$ cat src/rtl/ffpa_ram.sv
`default_nettype none
module ffpa_ram #(
  parameter int WIDTH = 8,
  parameter int DEPTH = 16
) (
  input  wire logic                     clk,
  input  wire logic                     we,
  input  wire logic [$clog2(DEPTH)-1:0] waddr,
  input  wire logic [WIDTH-1:0]         wdata,
  input  wire logic [$clog2(DEPTH)-1:0] raddr,
  output logic      [WIDTH-1:0]         rdata
);

  logic [WIDTH-1:0] mem [DEPTH];

  always_ff @(posedge clk) begin
    if (we) begin
      mem[waddr] <= wdata;
    end
    rdata <= mem[raddr];
  end

endmodule
`default_nettype wire

$ cat config.mk
export PLATFORM = sky130hd
export DESIGN_NAME = ffpa_ram
export DESIGN_NICKNAME = d
export VERILOG_FILES = /design/src/rtl/ffpa_ram.sv
export SDC_FILE = /design/constraint.sdc
export NUM_CORES = 1
export LEC_CHECK = 0
export BUFFER_PORTS_ARGS = -buffer_cell sky130_fd_sc_hd__buf_2
export CAP_MARGIN = 20
export CORE_UTILIZATION = 64
export DETAILED_ROUTE_END_ITERATION = 8
export PLACE_DENSITY = 0.92
export SYNTH_ARGS = -nofsm -noshare
export SYNTH_HDL_FRONTEND = slang
export SYNTH_SLANG_ARGS = --single-unit
$ cat constraint.sdc
create_clock -name clk -period 4.1 [get_ports clk]
set_clock_uncertainty 0.15 [all_clocks]
set_input_delay 0.82 -clock clk [delete_from_list [all_inputs] [get_ports clk]]
set_output_delay 0.82 -clock clk [all_outputs]
set_load 0.05 [all_outputs]
# Word level (Yosys, flattened, before mapping)
# Memory sizes are Yosys's and may differ from the RTL's. A register that Yosys moved wholly into a read port is not among the register bits.
# Index checks and enable logic that the tools add are counted.
dict set report totals {
  register_bits 0
  mem_bits_rw 128
  inputBits 18
  output_inout_bits 8
  elab_cells 3
  memories 1
}
dict set report op_classes {
  muxes 2
}
# name depth word_bits read_ports rd_clocked_by_memory_dff wr line
set memory_table {}
lappend memory_table {mem 16 8 1 1 1 14} ;# logic [WIDTH-1:0] mem [DEPTH];
# op count
set ops {}
lappend ops {{$mux W1} 2}

# Depth between registers and ports, before layout
# Gate-level depths: netlist (run 1).
dict set report depth {
  depth_word 2
  depth_mapped 5
  depth_no_buf 3
}

# Least setup slack after synthesis (run 1)
# Ideal clock, no wire load.
dict set report synth_timing {
  kind {input -> register}
  start {input port waddr[2]}
  end {memory mem[0][0] (enable)}
  arrival_time_ps 1930
  t_required_ps 3567
  slack_ps 1637
  cell_stages 2
  path_buffers 0
  path_cell_list {or3b_2 -> nor3_1}
}
# item line
set synth_lines {}
lappend synth_lines {{start: declaration} 8} ;# input wire logic [$clog2(DEPTH)-1:0] waddr,
lappend synth_lines {{end: declaration} 14}
# Straight into the memory's write port.

==> flow_metrics.env, run 1 <==
export IMPL_root_buffer="clkbuf_8"
export IMPL_holdCritStartpoint="wdata[6]"
export IMPL_rsz0062_at_grt="false"
export IMPL_maxCapViolCount=0
export IMPL_hp_class="input port to flip-flop"
export IMPL_grt_pass1_wl_um=15500
export IMPL_end_kind="flip-flop"
export IMPL_synthCells=229
export IMPL_io_pins=26
export IMPL_fp_coreArea_um2=7770
export IMPL_reg2reg_depth=3
export IMPL_final_period_utilization=0.538
export IMPL_cts_tree="yes"
export IMPL_hold_buffers=0
export IMPL_final_cell_mix="edfxtp_1 (128), buf_2 (25), mux4_2 (18), a22oi_1 (16), clkbuf_16 (16)"
export IMPL_drtPass1Iterations=5
export IMPL_regArea_um2=4000
export IMPL_syn_cell_area_um2=5150
export IMPL_portBuffers=25
export IMPL_via_per_inst=6.58
export IMPL_wl_per_cell_um=27.5
export IMPL_vias=2507
export IMPL_crit_fanout=13
export IMPL_drt_total_wl_um=10500
export IMPL_yosys_cell_types_count=19
export IMPL_fmax_mhz=453
export IMPL_crit_type="input port to flip-flop"
export IMPL_final_nets=285
export IMPL_syn_avg_cell_area_um2=22.5
export IMPL_antenna_found_initial=0
export IMPL_drv_slew=0
export IMPL_rows=32
export IMPL_final_antenna_net_count=0
export IMPL_dieArea_um2=8410
export IMPL_n_antenna_cell=0
export IMPL_crit_required_ns=4.34
export IMPL_cts_htree_levels=4
export IMPL_min_path_cells=1
export IMPL_post_cts_buffers=0
export IMPL_drc=0
export IMPL_leakage_nw=2.01
export IMPL_die_x_um=91.7
export IMPL_cts_path_max_buffers=2
export IMPL_clk_pin_slew_worst_paths_ns=0.06
export IMPL_die_y_um=91.7
export IMPL_cts_resized_gates=0
export IMPL_drt_iter0_markers=295
export IMPL_vdd_drop_max_uv=411
export IMPL_finish_utilization=0.768
export IMPL_grt_ovfl_total=0
export IMPL_relSlewSlack=0.178
export IMPL_yosysSeqAreaShare=0.778
export IMPL_period_needed_ns=2.21
export IMPL_startpoint="raddr[0]"
export IMPL_r2r_end="rdata[7]$_DFF_P_"
export IMPL_final_area_um2=5970
export IMPL_worstPathArrival_ns=2.45
export IMPL_clock_sinks=136
export IMPL_tightest_slew_ns=1.23
export IMPL_start_util=0.663
export IMPL_grt_pass1_vias=2569
export IMPL_drive_gt1_frac=0.290
export IMPL_final_common_cell="edfxtp_1"
export IMPL_grt_max_degree=33
export IMPL_final_hold_viol_count=0
export IMPL_fillers=405
export IMPL_gp_congestion=0.742
export IMPL_clkLatencyLatePin_ns=0.51
export IMPL_crit_reg2reg_launch="mem[11][7]$_DFFE_PP_"
export IMPL_outcome="completed"
export IMPL_start_kind="input port"
export IMPL_syn_nets=247
export IMPL_setup_violations=0
export IMPL_multi_input_area_um2=1070
export IMPL_cts_buffers=17
export IMPL_power_density_nw_per_um2=552
export IMPL_grt_usage=0.277
export IMPL_ys_warnings_count=0
export IMPL_dp_final_hpwl_um=5880
export IMPL_finalSetupTns_ns=0
export IMPL_place_area_um2=5350
export IMPL_hold_end="mem[9][6]$_DFFE_PP_"
export IMPL_area_growth_synth_to_final_pct=15.9
export IMPL_rrSetupSlack_ns=2.58
export IMPL_ys_ff_latch=136
-- sequential cells by signal, summed over array words and instances (netlist names) --
signal,count
rdata,8
mem,128
-- routing by layer --
layer,wire length (um),GRT usage
met5,0,0
met4,339,0.136
met3,785,0.0804
met2,5110,0.419
met1,4230,0.377
-- stage by stage --
stage	setup WS, ns	std cells	hold slack (ns)	total power, mW
after floorplan	1.64	229	0.479	1.70
after global placement	1.42	350	0.493	1.75
after detailed placement	1.41	350	0.515	1.76
after CTS	1.88	381	0.522	3.30
after global routing	1.78	381	0.521	3.38
final	1.89	381	0.537	3.29
-- logic make-up after synthesis --
group / count (synthesis) / synth area share
AOI/OAI and AO/OA: 16 / 0.0233
and+or+nand+nor: 35 / 0.0318
muxes: 32 / 0.150
DFF: 136 / 0.778
buffers and inverters: 10 / 0.0168
-- cells in the mapped netlist --
library cell     instances  share of area
edfxtp_1               128           0.75
mux4_2                  18          0.079
a22oi_1                 16          0.023
mux4_1                  14          0.071
nor2_1                  13         0.0095
nand2_1                  9         0.0066
dfxtp_1                  8          0.031
nor3_1                   4         0.0039
buf_2                    3         0.0029
buf_6                    3         0.0066
clkdlybuf4s25_2          3         0.0058
nand2b_1                 2         0.0024
nand3b_1                 2         0.0029
and2_1                   1         0.0012
and2b_1                  1         0.0015
buf_4                    1         0.0015
nand3_1                  1        0.00097
nor2b_1                  1         0.0012
or3b_2                   1         0.0017
-- power by group --
group          total (mW)  switching, mW  leakage (nW)  internal [mW]
combinational       0.171          0.114         0.493         0.0571
clock                1.56          0.569         0.295          0.988
sequential           1.57         0.0103          1.22           1.55
-- worst max-delay path by stage --
stage	endpoint	slack [ns]	cells past startpoint
3_3_place_gp	rdata[0]$_DFF_P_	1.42	5
5_1_grt	rdata[0]$_DFF_P_	1.78	5
4_1_cts	rdata[0]$_DFF_P_	1.88	5
3_5_place_dp	rdata[0]$_DFF_P_	1.41	5
2_1_floorplan	mem[0][0]$_DFFE_PP_	1.64	2
6_report	rdata[0]$_DFF_P_	1.89	5
-- final cells by class --
class	count	area share
multi-input cells	83	0.179
clock inverters	14	0.0331
well taps	102	0.0214
repair buffers	29	0.0260
clock buffers	17	0.0694
flip-flops and latches	136	0.671
-- critical path, stage by stage --
cell,delay (ns)
buf_2,0.32
buf_4,0.35
mux4_1,0.64
a22oi_1,0.22
nand2_1,0.09
No activity file was read; power rests on OpenSTA's default activity.
==> run 2: changes to the inputs <==
CORE_UTILIZATION = 60   (was 64)
PLACE_DENSITY = 0.87   (was 0.92)
clock period = 2.3 ns   (was 4.1 ns; I/O delays follow)
==> run 2 against run 1 <==
Net effect:
- power grew 70%
- die area increased by 6.5%
- worst hold slack worse by 0.36 ns
- sequential power up 78%
- sequential share of layout area is 1.1 points lower
- critical path type is now flip-flop to primary output
- critical endpoint is now rdata[7]
- largest power group unchanged
==> flow_metrics.env, run 2 (synthesized netlist as in run 1, its figures left out) <==
export IMPL_outcome="completed"
export IMPL_area_growth_synth_to_final_pct=17.9
export IMPL_grt_max_degree=33
export IMPL_reg_top3="mem x128, rdata x8"
export IMPL_finalSetupTns_ns=0
export IMPL_worstPathArrival_ns=1.16
export IMPL_clkLatencyLatePin_ns=0.52
export IMPL_grt_usage=0.262
export IMPL_crit_path_max_incr_delay_ns=0.36
export IMPL_crit_required_ns=1.69
export IMPL_fmax_mhz=567
export IMPL_cts_path_max_buffers=2
export IMPL_drive_gt1_frac=0.306
export IMPL_root_buffer="clkbuf_8"
export IMPL_placed_cells=370
export IMPL_start_util=0.623
export IMPL_setup_violations=0
export IMPL_pre_cts_ws_ns=0.252
export IMPL_die_y_um=94.6
export IMPL_final_hold_viol_count=0
export IMPL_dieArea_um2=8950
export IMPL_antenna_found_initial=0
export IMPL_cts_htree_levels=4
export IMPL_fin_ws_ns=0.535
export IMPL_slowest_stage="dfxtp_1"
export IMPL_drv_slew=0
export IMPL_finish_utilization=0.735
export IMPL_drtPass1Iterations=5
export IMPL_rsz0062_at_grt="false"
export IMPL_relSlewSlack=0.740
export IMPL_final_nets=302
export IMPL_regMostFlops="mem"
export IMPL_gp_congestion=0.731
export IMPL_fp_coreArea_um2=8260
export IMPL_tightest_slew_ns=0.390
export IMPL_drt_iter0_markers=283
export IMPL_start_kind="flip-flop"
export IMPL_clock_sinks=136
export IMPL_hold_buffers=0
export IMPL_critPathTopFamily="flip-flops"
export IMPL_rows=33
export IMPL_power_mw=5.61
export IMPL_final_antenna_net_count=0
export IMPL_final_common_cell="edfxtp_1"
export IMPL_cts_resized_gates=0
export IMPL_dp_final_hpwl_um=6030
export IMPL_n_antenna_cell=0
export IMPL_hold_slack_ns=0.179
export IMPL_cts_buffers=17
export IMPL_drt_total_wl_um=10200
export IMPL_wl_per_cell_um=25.4
export IMPL_fillers=457
export IMPL_via_per_inst=6.42
export IMPL_portBuffers=25
export IMPL_final_cell_mix="edfxtp_1 (128), buf_2 (25), mux4_2 (18), buf_4 (18)"
export IMPL_grt_pass1_wl_um=15600
export IMPL_maxCapViolCount=0
export IMPL_crit_type="flip-flop to primary output"
export IMPL_clk_pin_slew_worst_paths_ns=0.06
export IMPL_largest_reg_flops=128
export IMPL_cts_tree="yes"
export IMPL_path_buf_inv=1
export IMPL_stdcell_count=402
export IMPL_vias=2581
export IMPL_crit_fanout=1
export IMPL_io_pins=26
export IMPL_hp_class="input port to flip-flop"
export IMPL_final_area_um2=6070
export IMPL_crit_path_cell_trace="buf_2"
export IMPL_vdd_drop_max_uv=512
export IMPL_drc=0
export IMPL_grt_ovfl_total=0
export IMPL_period_needed_ns=1.77
export IMPL_leakage_nw=2.08
export IMPL_die_x_um=94.6
export IMPL_final_period_utilization=0.767
export IMPL_grt_pass1_vias=2589
export IMPL_power_density_nw_per_um2=925
export IMPL_end_kind="primary output"
export IMPL_post_cts_buffers=0
export IMPL_place_area_um2=5510
## run 2: layout make-up
type | instances | area [um2] | area share
flip-flops and latches | 136 | 4000 | 0.660
multi-input cells | 83 | 1060 | 0.174
clock buffers | 23 | 457 | 0.0752
repair buffers | 46 | 320 | 0.0528
well taps | 105 | 131 | 0.0216
clock inverters | 9 | 100 | 0.0165
## run 2: routing by layer
metal,GRT usage,share of wire,vias to the layer above
li1,-,-,1084
met1,0.342,0.37,1315
met2,0.423,0.53,157
met3,0.0507,0.072,25
met4,0.139,0.024,0
met5,0,0,-
## run 2: worst paths after layout
kind	cells after the start	start	endpoint	slack (ns)
hold / removal	1	wdata[4]	mem[6][4]$_DFFE_PP_	0.18
setup reg to reg	3	mem[3][4]$_DFFE_PP_	rdata[4]$_DFF_P_	0.69
setup / recovery	1	rdata[7]$_DFF_P_	rdata[7]	0.53
hold reg to reg	3	mem[14][0]$_DFFE_PP_	rdata[0]$_DFF_P_	0.51
## run 2: power by group
group / switching (mW) / internal (mW) / leakage (nW)
logic: 0.202 / 0.116 / 0.595
clock network: 0.919 / 1.59 / 0.263
registers: 0.0186 / 2.77 / 1.22
==> run 3: changes to the inputs <==
clock period = 1.7 ns   (was 2.3 ns; I/O delays follow)
==> run 3 against run 2 <==
Net effect:
- routed wire length down 0.52%
- sequential share of layout area decreased by 1.5 points
- count of clock-buffer cells in the layout decreased by 5
- final cell count grew 3.2%
- sequential power rose by 35%
- flip-flop and latch count unchanged
- global-route usage is 0.66 points lower
- critical path depth is the same
- worst hold slack worse by 0.11 ns
- combinational power is 40% higher
- die area did not move
==> flow_metrics.env, run 3 (synthesized netlist as in run 1, its figures left out) <==
export IMPL_hold_slack_ns=0.0663
export IMPL_io_pins=26
export IMPL_multi_input_area_um2=1060
export IMPL_cts_resized_gates=0
export IMPL_outcome="completed"
export IMPL_vias=2588
export IMPL_critPathTopFamily="flip-flops"
export IMPL_fillers=430
export IMPL_tightest_slew_ns=0.788
export IMPL_final_hold_viol_count=0
export IMPL_portBuffers=25
export IMPL_regArea_um2=4000
export IMPL_crit_reg2reg_launch="mem[1][1]$_DFFE_PP_"
export IMPL_rrSetupSlack_ns=0.14
export IMPL_regMostFlops="mem"
export IMPL_dieArea_um2=8950
export IMPL_reg_top3="mem x128, rdata x8"
export IMPL_grt_pass1_wl_um=15300
export IMPL_start_util=0.623
export IMPL_largest_reg_flops=128
export IMPL_slowest_stage="dfxtp_1"
export IMPL_vdd_drop_max_uv=763
export IMPL_area_growth_synth_to_final_pct=20.6
export IMPL_cts_path_max_buffers=2
export IMPL_root_buffer="clkbuf_8"
export IMPL_die_x_um=94.6
export IMPL_clock_sinks=136
export IMPL_crit_required_ns=1.21
export IMPL_clkLatencyLatePin_ns=0.51
export IMPL_maxCapViolCount=0
export IMPL_use_met2=0.380
export IMPL_power_density_nw_per_um2=1260
export IMPL_antenna_found_initial=0
export IMPL_hold_buffers=0
export IMPL_leakage_nw=2.17
export IMPL_start_kind="flip-flop"
export IMPL_grt_use_met3=0.0596
export IMPL_end_kind="primary output"
export IMPL_gr_usage_met1=0.369
export IMPL_hp_class="input port to flip-flop"
export IMPL_setup_violations=0
export IMPL_fp_coreArea_um2=8260
export IMPL_wl_per_cell_um=24.5
export IMPL_final_cell_mix="edfxtp_1 (128), buf_4 (31), buf_2 (25), mux4_2 (18)"
export IMPL_grt_ovfl_total=0
export IMPL_via_per_inst=6.24
export IMPL_die_y_um=94.6
export IMPL_fmax_mhz=614
export IMPL_crit_path_cell_trace="buf_2"
export IMPL_reg2reg_depth=3
export IMPL_place_area_um2=5620
export IMPL_drt_iter0_markers=282
export IMPL_crit_fanout=1
export IMPL_drt_total_wl_um=10200
export IMPL_final_common_cell="edfxtp_1"
export IMPL_grt_max_degree=26
export IMPL_crit_path_max_incr_delay_ns=0.36
export IMPL_post_cts_buffers=0
export IMPL_r2r_end="rdata[1]$_DFF_P_"
export IMPL_cts_htree_levels=4
export IMPL_clk_pin_slew_worst_paths_ns=0.06
export IMPL_drive_gt1_frac=0.352
export IMPL_n_antenna_cell=0
export IMPL_dp_final_hpwl_um=6150
export IMPL_worstPathArrival_ns=1.14
export IMPL_drtPass1Iterations=6
export IMPL_final_antenna_net_count=0
export IMPL_rows=33
export IMPL_hold_end="mem[2][4]$_DFFE_PP_"
export IMPL_relSlewSlack=0.473
export IMPL_final_period_utilization=0.958
export IMPL_crit_type="flip-flop to primary output"
export IMPL_gp_congestion=0.761
export IMPL_drv_slew=0
export IMPL_holdCritStartpoint="wdata[4]"
export IMPL_top_usage_layer="met2"
export IMPL_rsz0062_at_grt="false"
export IMPL_cts_buffers=17
export IMPL_grt_pass1_vias=2573
export IMPL_drc=0
export IMPL_period_needed_ns=1.63
export IMPL_min_path_cells=1
export IMPL_cts_tree="yes"
export IMPL_path_buf_inv=1
export IMPL_grt_usage=0.255
export IMPL_final_area_um2=6210
export IMPL_final_nets=315
==> run 3: layout make-up <==
type / instances / area share
timing repair buffer: 59 / 0.0673
clock buffer: 18 / 0.0673
multi-input combinational: 83 / 0.171
clock inverter: 14 / 0.0280
tap: 105 / 0.0212
sequential: 136 / 0.645
==> run 3: report_power, final <==
part           total [mW]  internal (mW)  switching (mW)  leakage [nW]
Clock                3.61           2.24            1.37         0.279
Sequential           3.77           3.75          0.0240          1.22
Combinational       0.445          0.168           0.277         0.663
==> run 3: metal layers <==
layer,share of wire,vias to the layer above
li1,-,1111
met1,0.42,1331
met4,0.0095,0
met2,0.50,135
met3,0.066,11
met5,0,-
==> run 3: worst max-delay path by stage <==
| stage | startpoint | end | slack, ns | cells past startpoint |
|---|---|---|---|---|
| 3_3_place_gp | raddr[0] | rdata[3]$_DFF_P_ | -0.21 | 5 |
| 4_1_cts | rdata[3]$_DFF_P_ | rdata[3] | 0.04 | 1 |
| 5_1_grt | rdata[3]$_DFF_P_ | rdata[3] | 0.03 | 1 |
| 3_5_place_dp | raddr[0] | rdata[3]$_DFF_P_ | -0.23 | 5 |
| 6_report | rdata[3]$_DFF_P_ | rdata[3] | 0.07 | 1 |
| 2_1_floorplan | waddr[2] | mem[3][0]$_DFFE_PP_ | -0.06 | 2 |
==> run 3: per-stage QoR <==
stage / total power [mW] / std cells / worst slack, ns / TNS, ns / utilization
6_report: 7.83 / 415 / 0.0706 / 0 / 0.752
5_1_grt: 8.02 / 415 / 0.0313 / 0 / 0.752
4_1_cts: 7.86 / 415 / 0.0404 / 0 / 0.752
3_5_place_dp: 4.28 / 383 / -0.226 / -2.53 / 0.680
3_3_place_gp: 4.26 / 383 / -0.211 / -1.87 / 0.680
2_1_floorplan: 4.10 / 229 / -0.0561 / -1.66 / -
