### src/rtl/ffpa_pkg.sv
`default_nettype none
package ffpa_pkg;

  localparam int NUM_PAGES   = 4096;
  localparam int MAX_EXTENTS = 64;
  localparam int PAGE_W      = $clog2(NUM_PAGES);
  localparam int CNT_W       = PAGE_W + 1;
  localparam int IDX_W       = $clog2(MAX_EXTENTS);
  localparam int USED_W      = IDX_W + 1;
  localparam int SUM_W       = CNT_W + 1;

  localparam logic [1:0] REQ_ADD   = 2'd0;
  localparam logic [1:0] REQ_ALLOC = 2'd1;
  localparam logic [1:0] REQ_FREE  = 2'd2;

  localparam logic [1:0] ST_OK      = 2'd0;
  localparam logic [1:0] ST_NOSPACE = 2'd1;
  localparam logic [1:0] ST_BAD     = 2'd2;
  localparam logic [1:0] ST_FULL    = 2'd3;

  typedef struct packed {
    logic [1:0]        req_type;
    logic [PAGE_W-1:0] base_page;
    logic [CNT_W-1:0]  page_count;
  } ffpa_req_t;

  typedef struct packed {
    logic [1:0]        status;
    logic [PAGE_W-1:0] alloc_base;
    logic [CNT_W-1:0]  free_total;
  } ffpa_res_t;

  typedef struct packed {
    logic [PAGE_W-1:0] base;
    logic [CNT_W-1:0]  len;
  } ffpa_ext_t;

  typedef struct packed {
    logic              drop;
    logic              found;
    logic [PAGE_W-1:0] cb;
    logic [CNT_W-1:0]  cl;
  } ffpa_scan_t;

endpackage
`default_nettype wire

### src/rtl/ffpa_scan_unit.sv
`default_nettype none
module ffpa_scan_unit
  import ffpa_pkg::*;
(
  input  wire logic [1:0]        mode,
  input  wire logic [CNT_W-1:0]  need,
  input  wire logic              found,
  input  wire logic [PAGE_W-1:0] cb,
  input  wire logic [CNT_W-1:0]  cl,
  input  wire ffpa_ext_t         entry,
  output ffpa_scan_t             res
);

  logic [SUM_W-1:0] sum_c;
  logic [SUM_W-1:0] sum_e;

  always_comb begin
    sum_c = {2'b00, cb} + {1'b0, cl};
    sum_e = {2'b00, entry.base} + {1'b0, entry.len};
    res.drop  = 1'b0;
    res.found = found;
    res.cb    = cb;
    res.cl    = cl;
    if (mode == REQ_ALLOC) begin
      if (!found && entry.len >= need) begin
        res.drop  = 1'b1;
        res.found = 1'b1;
      end
    end else begin
      priority if (sum_c == {2'b00, entry.base}) begin
        res.drop  = 1'b1;
        res.found = 1'b1;
        res.cl    = cl + entry.len;
      end else if (sum_e == {2'b00, cb}) begin
        res.drop  = 1'b1;
        res.found = 1'b1;
        res.cb    = entry.base;
        res.cl    = cl + entry.len;
      end
    end
  end

endmodule
`default_nettype wire

### config.mk
export PLATFORM = sky130hd
export DESIGN_NAME = ffpa_scan_unit
export DESIGN_NICKNAME = d
export VERILOG_FILES = /design/src/rtl/ffpa_pkg.sv /design/src/rtl/ffpa_scan_unit.sv
export SDC_FILE = /design/constraint.sdc
export NUM_CORES = 1
export LEC_CHECK = 0
export BUFFER_PORTS_ARGS = -buffer_cell sky130_fd_sc_hd__buf_2
export CELL_PAD_IN_SITES_DETAIL_PLACEMENT = 0
export CELL_PAD_IN_SITES_GLOBAL_PLACEMENT = 1
export CORE_MARGIN = 5
export CORE_UTILIZATION = 39
export DETAILED_ROUTE_END_ITERATION = 10
export PLACE_DENSITY_LB_ADDON = 0.15
export SETUP_SLACK_MARGIN = 0.1
export SYNTH_ARGS = -nofsm -noshare
export SYNTH_HDL_FRONTEND = slang
export SYNTH_SLANG_ARGS = --single-unit
### constraint.sdc
create_clock -name vclk -period 6.35
set_input_delay 0.9525 -clock vclk [all_inputs]
set_output_delay 0.9525 -clock vclk [all_outputs]
set_load 0.05 [all_outputs]
Word-level counts from Yosys, hierarchy flattened. Cells that the tools add are included.

Logic and storage cells: 16. Bits in registers: 0.

Reduce and logical (&&, ||, !) cells: 2. Muxes and demuxes: 7. $lt $le $gt $ge: 1. Eq/ne operators: 3. Add/sub/neg operators: 3.

Operators with widths (count): $add 12x13->14 (2); $eq 14x12->1 (2); $mux 27 (1); $mux 25 (1); $add 13x13->13 (1); $ge 13x13->1 (1); $mux 13 (1); $mux 12 (1); $mux 2 (3); $eq 2x1->1 const B (1); $logic_and 1x1->1 (1); $logic_not 1->1 (1).

Depth between registers and ports, before layout. Gate-level depths: netlist (run 1).

Depth in word-level cells: 5. Depth in mapped cells: 11.

Worst setup path before layout (run 1). Ideal clock, no wire load.

Path kind: input port to output port. Start: in entry[0] in the netlist's numbering. End: out res[1] in the netlist's numbering. Required time: 5.398 ns. Slack: 0.989 ns. Stages on the path: 10. Path buffers: 1. Data arrival time: 4.409 ns. Path through: ha_1 -> fa_1 -> xor2_1 -> or4_1 -> or4_1 -> nor4_2 -> nand4_2 -> o22ai_2 -> buf_6 -> mux2i_1.

RTL lines: start: declaration (RTL line ffpa_scan_unit.sv:10) `input wire ffpa_ext_t entry,`; end: declaration (RTL line ffpa_scan_unit.sv:11) `output ffpa_scan_t res`.

==> impl_metrics.yaml, run 1 <==
run_status:
  status: "complete, no violations"
finish:
  seqCellArea_sq_um: 0
  final_cell_count_no_fill: 558
  nFlopsAndLatches: 0
  clkbuf_count: 0
  postLayoutCoreUtil: 0.473
  syn_to_final_growth_pct: 18.7
  final_nets: 579
  diodes: 0
  drive_above_1_share: 0.288
hold_path:
  hold_depth: 3
  min_from: "found"
  whs_endpoint: "res[26]"
  min_path_type: "in -> out"
power_and_ir_drop:
  irDropWorstVdd_mv: 0.0391
  power_w: 0.000334
  power_density_mw_per_mm2: 97.4
  p_leak_nw: 1.65
logic_synthesis:
  syn_inst: 374
  synth_top_area_frac: 0.212
  ys_seq_area_frac: 0
  avgSynthCellArea_sq_um: 7.73
  yosysTopAreaCell: "ha_1"
  ys_types: 63
  synth_area_leaders: "ha_1 (21%), xnor2_1 (7.0%), mux2_2 (5.8%), xor2_1 (5.4%), mux2_4 (5.2%)"
  yosys_warnings: 0
  yosysMostFrequentCell: "ha_1"
  synth_nets: 492
  synth_common_cells: "ha_1 (49), nor2_1 (28), inv_1 (23), xnor2_1 (23)"
  syn_area_sq_mm: 0.00289
worst_setup_path:
  worstSetupPathType: "in -> out"
  crit_cells: 12
  arrival_ps: 4440
  crit_required_ps: 5400
  slowest_delay_ps: 520
  worstPathMaxFanout: 12
  end_kind: "output pin"
  worst_setup_path_start_kind: "input pin"
  path_buf_inv: 3
  critPathSlowestCell: "or4_1"
  worst_path_dominant_cell_family: "simple AND/OR/NAND/NOR gates"
  crit_chain: "buf_2, ha_1, fa_1, xor2_1, or4_1, or4_1, nor4_2, nand4_2, nor3b_4, buf_4, mux2_2, buf_2"
sta:
  timing.final.ws_setup_ps: 953
  setup_tns_ps: 0
  rsz0062_at_grt: "false"
  period_share: 0.850
  hold_viol: 0
  setup_violations: 0
  slew_headroom: 0.527
  fin_crit_ps: 5400
  final_max_slew_viol_count: 0
  max_freq_ghz: 0.185
  worstMarginPinSlew_ps: 701
grt:
  grt_pass1_wl_mm: 14.2
  grt_max_degree: 15
  grt.total_usage: 0.191
  grt_pass1_vias: 3001
  antenna_found_initial: 0
  globalRouteOverflowTotal: 0
detailed_routing:
  first_pass_iters: 4
  via_per_inst: 5.39
  ant_nets: 0
  dr.first_iter.drc_count: 110
  drc: 0
  wl_per_cell_microns: 16.0
  dr_total_vias: 3005
  routed_wirelength_mm: 8.93
placement:
  port_buffers: 93
  gp_congestion: 0.904
  pre_cts_slack_ps: 942
  hpwl_mm: 7.77
  place_inst: 558
clock_tree:
  cts_setup_buffers: 0
  hold_buffers: 0
  ctsResizeCount: 0
die:
  initial_core_util: 0.399
  die_area_sq_mm: 0.00924
  core_sq_mm: 0.00725
  rows: 31
  die_x_microns: 96.1
  io_pins: 93
  die_h_microns: 96.1
job:
  drv_cap: 0
worst max path at each step:
| stage | slack [ps] | to | from |
|---|---|---|---|
| after global placement | 950 | res[13] | entry[0] |
| after floorplan | 990 | res[1] | entry[0] |
| final | 950 | res[24] | entry[0] |
| after detailed placement | 940 | res[13] | entry[0] |
| after global routing | 780 | res[13] | entry[0] |
| after CTS | 940 | res[13] | entry[0] |
per-stage QoR:
stage,instance area [sq um],hold slack [ps]
6_report,3430,2250
5_1_grt,3430,2270
3_5_place_dp,3430,2250
3_3_place_gp,3430,2250
4_1_cts,3430,2250
2_1_floorplan,2890,2130
cells by family (layout without fill, tap and decap cells):
group / Yosys count / count (layout) / share of synthesized area
compound gates: 102 / 102 / 0.250
xor+xnor: 41 / 41 / 0.124
fa+ha+maj: 52 / 52 / 0.233
buf+inv: 33 / 118 / 0.0519
mux: 29 / 29 / 0.124
simple gates: 117 / 117 / 0.218
report_power, final:
part	switching (W)	internal [W]	total, W	leakage, nW
Clock	0	0	0	0
Sequential	0	0	0	0
Combinational	0.000196	0.000138	0.000334	1.65
layout make-up:
| type | count | area, sq um |
|---|---|---|
| Inverter | 23 | 86.3 |
| Multi-Input combinational cell | 341 | 2740 |
| Fill cell | 769 | 3820 |
| Tap cell | 99 | 124 |
| Timing Repair Buffer | 95 | 480 |
cell usage in the layout, fill, tap and decap left out, types with 5 or more instances in the layout:
cell | netlist | final
buf_2 | 2 | 93
ha_1 | 49 | 49
nor2_1 | 28 | 28
inv_1 | 23 | 23
xnor2_1 | 23 | 23
a21oi_1 | 22 | 22
nand2_1 | 22 | 22
o21ai_0 | 19 | 19
xor2_1 | 18 | 18
mux2_2 | 15 | 15
nor3_1 | 12 | 12
a21o_1 | 10 | 10
mux2_4 | 10 | 10
nand3_1 | 9 | 9
and3_1 | 8 | 8
o21a_1 | 8 | 8
nor2b_1 | 8 | 8
nand4_1 | 5 | 5
nand2b_1 | 5 | 5
routing by layer:
metal,wire [microns],GRT usage,vias up
met2,4120,0.327,58
li1,-,-,1574
met5,0,0,-
met4,152,0.0308,0
met1,4390,0.269,1365
met3,266,0.00391,8
Power figures use the tool's default switching activity.
==> inputs of run 2 (changes only) <==
--- a/config.mk
+++ b/config.mk
@@ -5,11 +5,12 @@
 export SDC_FILE = /design/constraint.sdc
 export NUM_CORES = 1
 export LEC_CHECK = 0
+export ABC_AREA = 1
 export BUFFER_PORTS_ARGS = -buffer_cell sky130_fd_sc_hd__buf_2
 export CELL_PAD_IN_SITES_DETAIL_PLACEMENT = 0
 export CELL_PAD_IN_SITES_GLOBAL_PLACEMENT = 1
 export CORE_MARGIN = 5
-export CORE_UTILIZATION = 39
+export CORE_UTILIZATION = 36
 export DETAILED_ROUTE_END_ITERATION = 10
 export PLACE_DENSITY_LB_ADDON = 0.15
 export SETUP_SLACK_MARGIN = 0.1
==> constraint.sdc (replaced) <==
create_clock -name vclk -period 5
set_input_delay 0.75 -clock vclk [all_inputs]
set_output_delay 0.75 -clock vclk [all_outputs]
set_load 0.05 [all_outputs]
==> impl_metrics.yaml, run 2 <==
detailed_routing:
  wl_per_cell_microns: 14.4
  dr_total_vias: 3772
  ant_nets: 0
  first_pass_iters: 5
  dr.first_iter.drc_count: 174
  via_per_inst: 4.96
  drc: 0
  routed_wirelength_mm: 11.0
finish:
  postLayoutCoreUtil: 0.430
  final_nets: 772
  syn_to_final_growth_pct: 17.4
  final_common_cell: "nand2_1"
  seqCellArea_sq_um: 0
  final_cell_mix: "nand2_1 (194), buf_2 (93), inv_1 (87)"
  fin_area_sq_mm: 0.00371
  nFlopsAndLatches: 0
  diodes: 0
  drive_above_1_share: 0.186
  clkbuf_count: 0
logic_synthesis:
  avgSynthCellArea_sq_um: 5.59
  yosysMostFrequentCell: "nand2_1"
  ys_types: 37
  synth_area_leaders: "nand2_1 (23%), ha_1 (19%), inv_1 (10%), nand3_1 (5.7%), xor2_1 (5.3%)"
  synthMuxAreaShare: 0
  post_synth_and_or_nand_nor_area_fraction: 0.452
  synth_top_area_frac: 0.230
  ys_seq_area_frac: 0
  syn_area_sq_mm: 0.00316
  synth-xor-area-share: 0.0998
  synth_nets: 683
  yosysTopAreaCell: "nand2_1"
  synth_top_family_by_area: "simple AND/OR/NAND/NOR gates"
  syn_inst: 565
  yosys_warnings: 0
  synth_compound_area_frac: 0.112
  synth_common_cells: "nand2_1 (194), inv_1 (87), ha_1 (49)"
  synth_adder_area_share: 0.213
power_and_ir_drop:
  pwr-share-seq: 0
  power_density_mw_per_mm2: 120
  power_w: 0.000446
  p_int_w: 0.000160
  p_leak_nw: 2.23
  irDropWorstVdd_mv: 0.0486
  p_switching_w: 0.000286
  comb_power_share: 1.000
  clock_power_share: 0
  swShare: 0.642
clock_tree:
  hold_buffers: 0
  cts_setup_buffers: 0
  ctsResizeCount: 0
worst_setup_path:
  path_buf_inv: 3
  worstPathMaxFanout: 13
  worst_setup_path_start_kind: "input pin"
  worstSetupPathType: "in -> out"
  worst_path_dominant_cell_family: "simple AND/OR/NAND/NOR gates"
  crit_required_ps: 4250
  end_kind: "output pin"
  crit_path_frequent_cell: "nand2_1"
  arrival_ps: 3600
  crit_chain: "buf_2, ha_1, fa_1, nand3_1, nand3_1, nand2_1, nand2_1, nand2_1, nand2_1, nor2_1, nand2_1, nor2_1, nand3_2, clkinv_1, nand3_2, nand2_1, nand2_1, buf_2"
  slowest_delay_ps: 470
  critPathSlowestCell: "fa_1"
placement:
  hpwl_mm: 9.70
  gp_congestion: 0.867
  placed_area_sq_mm: 0.00371
  port_buffers: 93
hold_path:
  min_from: "found"
  whs_endpoint: "res[26]"
  hold_depth: 3
  min_path_type: "in -> out"
job:
  drv_cap: 0
grt:
  globalRouteOverflowTotal: 0
  antenna_found_initial: 0
  grt_pass1_wl_mm: 17.7
  grt_pass1_vias: 3612
  grt.total_usage: 0.194
  grt_max_degree: 25
die:
  core_sq_mm: 0.00864
  die_x_microns: 104
  die_area_sq_mm: 0.0108
  initial_core_util: 0.366
  io_pins: 93
  rows: 34
  die_h_microns: 104
sta:
  fin_crit_ps: 4350
  worstMarginPinSlew_ps: 608
  hold_viol: 0
  rsz0062_at_grt: "false"
  slew_headroom: 0.592
  setup_violations: 0
  setup_tns_ps: 0
  period_share: 0.870
  max_freq_ghz: 0.230
  final_max_slew_viol_count: 0
run_status:
  status: "complete, no violations"
==> run 2: changes by cell type after synthesis, sizes merged, moves of 6 or more <==
cell | before | now
o21a | 8 | 0
nor2 | 28 | 40
nor2b | 9 | 0
and3 | 8 | 0
a21o | 10 | 2
xnor2 | 23 | 17
a21oi | 22 | 28
nand4 | 6 | 26
inv | 23 | 88
nand3 | 9 | 40
nor3 | 12 | 4
mux2 | 25 | 0
nand2 | 22 | 204
==> run 2: routing by layer <==
metal / GRT usage / vias to the layer above / wire [microns]
met5: 0 / - / 0
met4: 0.0305 / 0 / 191
met3: 0.0224 / 12 / 608
met2: 0.327 / 129 / 4870
met1: 0.270 / 1621 / 5300
li1: - / 2010 / -
==> run 2: tightest hold or removal path, stage by stage <==
cell	delay, ps
buf_2	80
o21ai_0	80
buf_2	210
==> run 2: worst max path at each step <==
stage	from	to	slack, ps	cells past startpoint
floorplan	cb[0]	res[26]	1240	16
global placement	entry[0]	res[13]	600	18
detailed placement	entry[0]	res[13]	610	18
CTS	entry[0]	res[13]	600	18
global route	entry[0]	res[13]	260	18
finish	entry[0]	res[13]	650	18
==> run 2: stage by stage <==
step / hold slack [ps] / cells / setup slack (ps)
after floorplan: 1710 / 565 / 1240
after global placement: 1850 / 760 / 599
after detailed placement: 1860 / 760 / 606
after CTS: 1870 / 760 / 599
after global routing: 1910 / 760 / 260
final: 1880 / 760 / 650
==> run 2: layout make-up <==
| cell class | count | area [sq um] |
|---|---|---|
| fillers | 988 | 4920 |
| inverters | 90 | 338 |
| multi-input cells | 469 | 2770 |
| well taps | 108 | 135 |
| repair buffers | 93 | 465 |
==> run 2: kinds of logic (layout without fill, tap and decap cells) <==
group           Yosys count  count (layout)
xor+xnor                 36              36
buf+inv                  96             183
compound gates           59              59
fa+ha+maj                52              52
simple gates            322             322
==> run 2: power by group through the flow <==
stage / logic (W) / registers [W] / clock network (W)
2_1_floorplan: 0.000323 / 0 / 0
3_3_place_gp: 0.000444 / 0 / 0
3_5_place_dp: 0.000445 / 0 / 0
4_1_cts: 0.000448 / 0 / 0
5_1_grt: 0.000503 / 0 / 0
6_report: 0.000446 / 0 / 0
==> inputs of run 3 (changes only) <==
--- a/config.mk
+++ b/config.mk
@@ -5,12 +5,12 @@
 export SDC_FILE = /design/constraint.sdc
 export NUM_CORES = 1
 export LEC_CHECK = 0
-export ABC_AREA = 1
+export ABC_AREA = 0
 export BUFFER_PORTS_ARGS = -buffer_cell sky130_fd_sc_hd__buf_2
 export CELL_PAD_IN_SITES_DETAIL_PLACEMENT = 0
 export CELL_PAD_IN_SITES_GLOBAL_PLACEMENT = 1
 export CORE_MARGIN = 5
-export CORE_UTILIZATION = 36
+export CORE_UTILIZATION = 39
 export DETAILED_ROUTE_END_ITERATION = 10
 export PLACE_DENSITY_LB_ADDON = 0.15
 export SETUP_SLACK_MARGIN = 0.1
==> impl_metrics.yaml, run 3 (synthesized netlist as in run 1, its figures left out) <==
run_status:
  status: "complete, no violations"
sta:
  hold_viol: 0
  setup_violations: 0
  setup_tns_ps: 0
  worstMarginPinSlew_ps: 426
  timing.final.ws_setup_ps: 168
  max_freq_ghz: 0.207
  period_share: 0.966
  final_max_slew_viol_count: 0
  slew_headroom: 0.712
  fin_crit_ps: 4830
  rsz0062_at_grt: "true"
die:
  core_sq_mm: 0.00725
  initial_core_util: 0.399
  die_area_sq_mm: 0.00924
  die_h_microns: 96.1
  die_x_microns: 96.1
  io_pins: 93
  rows: 31
finish:
  final_nets: 592
  fin_area_sq_mm: 0.00377
  drive_above_1_share: 0.318
  diodes: 0
  nFlopsAndLatches: 0
  postLayoutCoreUtil: 0.519
  multi_input_area_sq_mm: 0.00280
  seqCellArea_sq_um: 0
  final_common_cell: "buf_2"
  syn_to_final_growth_pct: 30.2
  final_cell_count_no_fill: 571
  num-fill-cells: 750
  final_cell_mix: "buf_2 (71), ha_1 (48), nor2_1 (28)"
  clkbuf_count: 0
power_and_ir_drop:
  irDropWorstVdd_mv: 0.0460
  power_density_mw_per_mm2: 121
  p_leak_nw: 1.79
worst_setup_path:
  end_kind: "output pin"
  slowest_delay_ps: 500
  arrival_ps: 4080
  crit_required_ps: 4250
  worst_path_dominant_cell_family: "simple AND/OR/NAND/NOR gates"
  worst_setup_path_start_kind: "input pin"
  worstPathMaxFanout: 6
  critPathSlowestCell: "or4_4"
  crit_chain: "buf_2, ha_2, fa_1, xor2_1, or4_1, or4_4, nor4_4, nand4_2, buf_6, o22ai_4, clkbuf_16, mux2_4, buf_8"
  startpoint: "entry[0]"
  path_buf_inv: 4
  worstSetupPathType: "in -> out"
detailed_routing:
  via_per_inst: 5.46
  top_layer_used: "met4"
  ant_nets: 0
  dr.first_iter.drc_count: 100
  wl_per_cell_microns: 16.5
  wl_met1_mm: 4.36
  met2_length_mm: 4.56
  first_pass_iters: 4
  drc: 0
  wl_met3_microns: 326
  routed_wirelength_mm: 9.41
  dr_total_vias: 3119
grt:
  grt_pass1_wl_mm: 14.1
  globalRouteOverflowTotal: 0
  grt_pass1_vias: 2951
  antenna_found_initial: 0
  grt_max_degree: 15
  grt.total_usage: 0.192
clock_tree:
  hold_buffers: 0
hold_path:
  hold_depth: 3
  min_path_type: "in -> out"
  whs_endpoint: "res[26]"
  min_from: "found"
placement:
  gp_congestion: 0.884
  hpwl_mm: 7.86
  place_inst: 564
  placed_area_sq_mm: 0.00351
  port_buffers: 93
  pre_cts_slack_ps: 82.3
job:
  drv_cap: 0
==> run 3: cell count changes in the layout (fill, tap and decap cells not counted), sizes merged, moves of 9 or more <==
| cell | delta |
|---|---|
| nand2 | -182 |
| inv | -65 |
| nand3 | -31 |
| mux2 | +25 |
| nand4 | -20 |
| buf | +12 |
| nor2 | -12 |
| nor2b | +9 |
==> run 3: tightest hold or removal path: stages <==
cell and delay (ps):
buf_2 80, o21bai_1 60, clkbuf_4 200
==> run 3: worst max path at each step <==
stage / endpoint / slack, ps / cells past startpoint
final: res[7] / 170 / 13
after global placement: res[13] / 110 / 12
after CTS: res[3] / 130 / 13
after global routing: res[7] / 60 / 13
after detailed placement: res[13] / 80 / 12
after floorplan: res[12] / 150 / 10
==> run 3: per-layer routing <==
| layer | vias to the layer above | GRT usage |
|---|---|---|
| li1 | 1598 | - |
| met1 | 1453 | 0.264 |
| met2 | 60 | 0.335 |
| met3 | 8 | 0.00547 |
| met4 | 0 | 0.0367 |
| met5 | - | 0 |
==> run 3: layout make-up <==
cell class	count	area share
inverters	23	0.0229
multi-input cells	341	0.742
repair buffers	108	0.202
well taps	99	0.0329
==> run 3: power by group <==
group | total, W | switching [W] | internal [W]
combinational | 0.000454 | 0.000260 | 0.000194
clock | 0 | 0 | 0
sequential | 0 | 0 | 0
==> run 3: through the flow <==
stage                     power [W]  hold slack (ps)
after floorplan            0.000310             1720
after global placement     0.000428             1850
after detailed placement   0.000431             1850
after CTS                  0.000437             1850
after global routing       0.000499             1860
final                      0.000454             1850
==> run 3: repair_timing <==
action,in CTS,in global routing
setup endpoints to repair,2,25
pin swaps,3,6
setup buffers,3,2
cloned,1,1
gates resized for setup,14,42
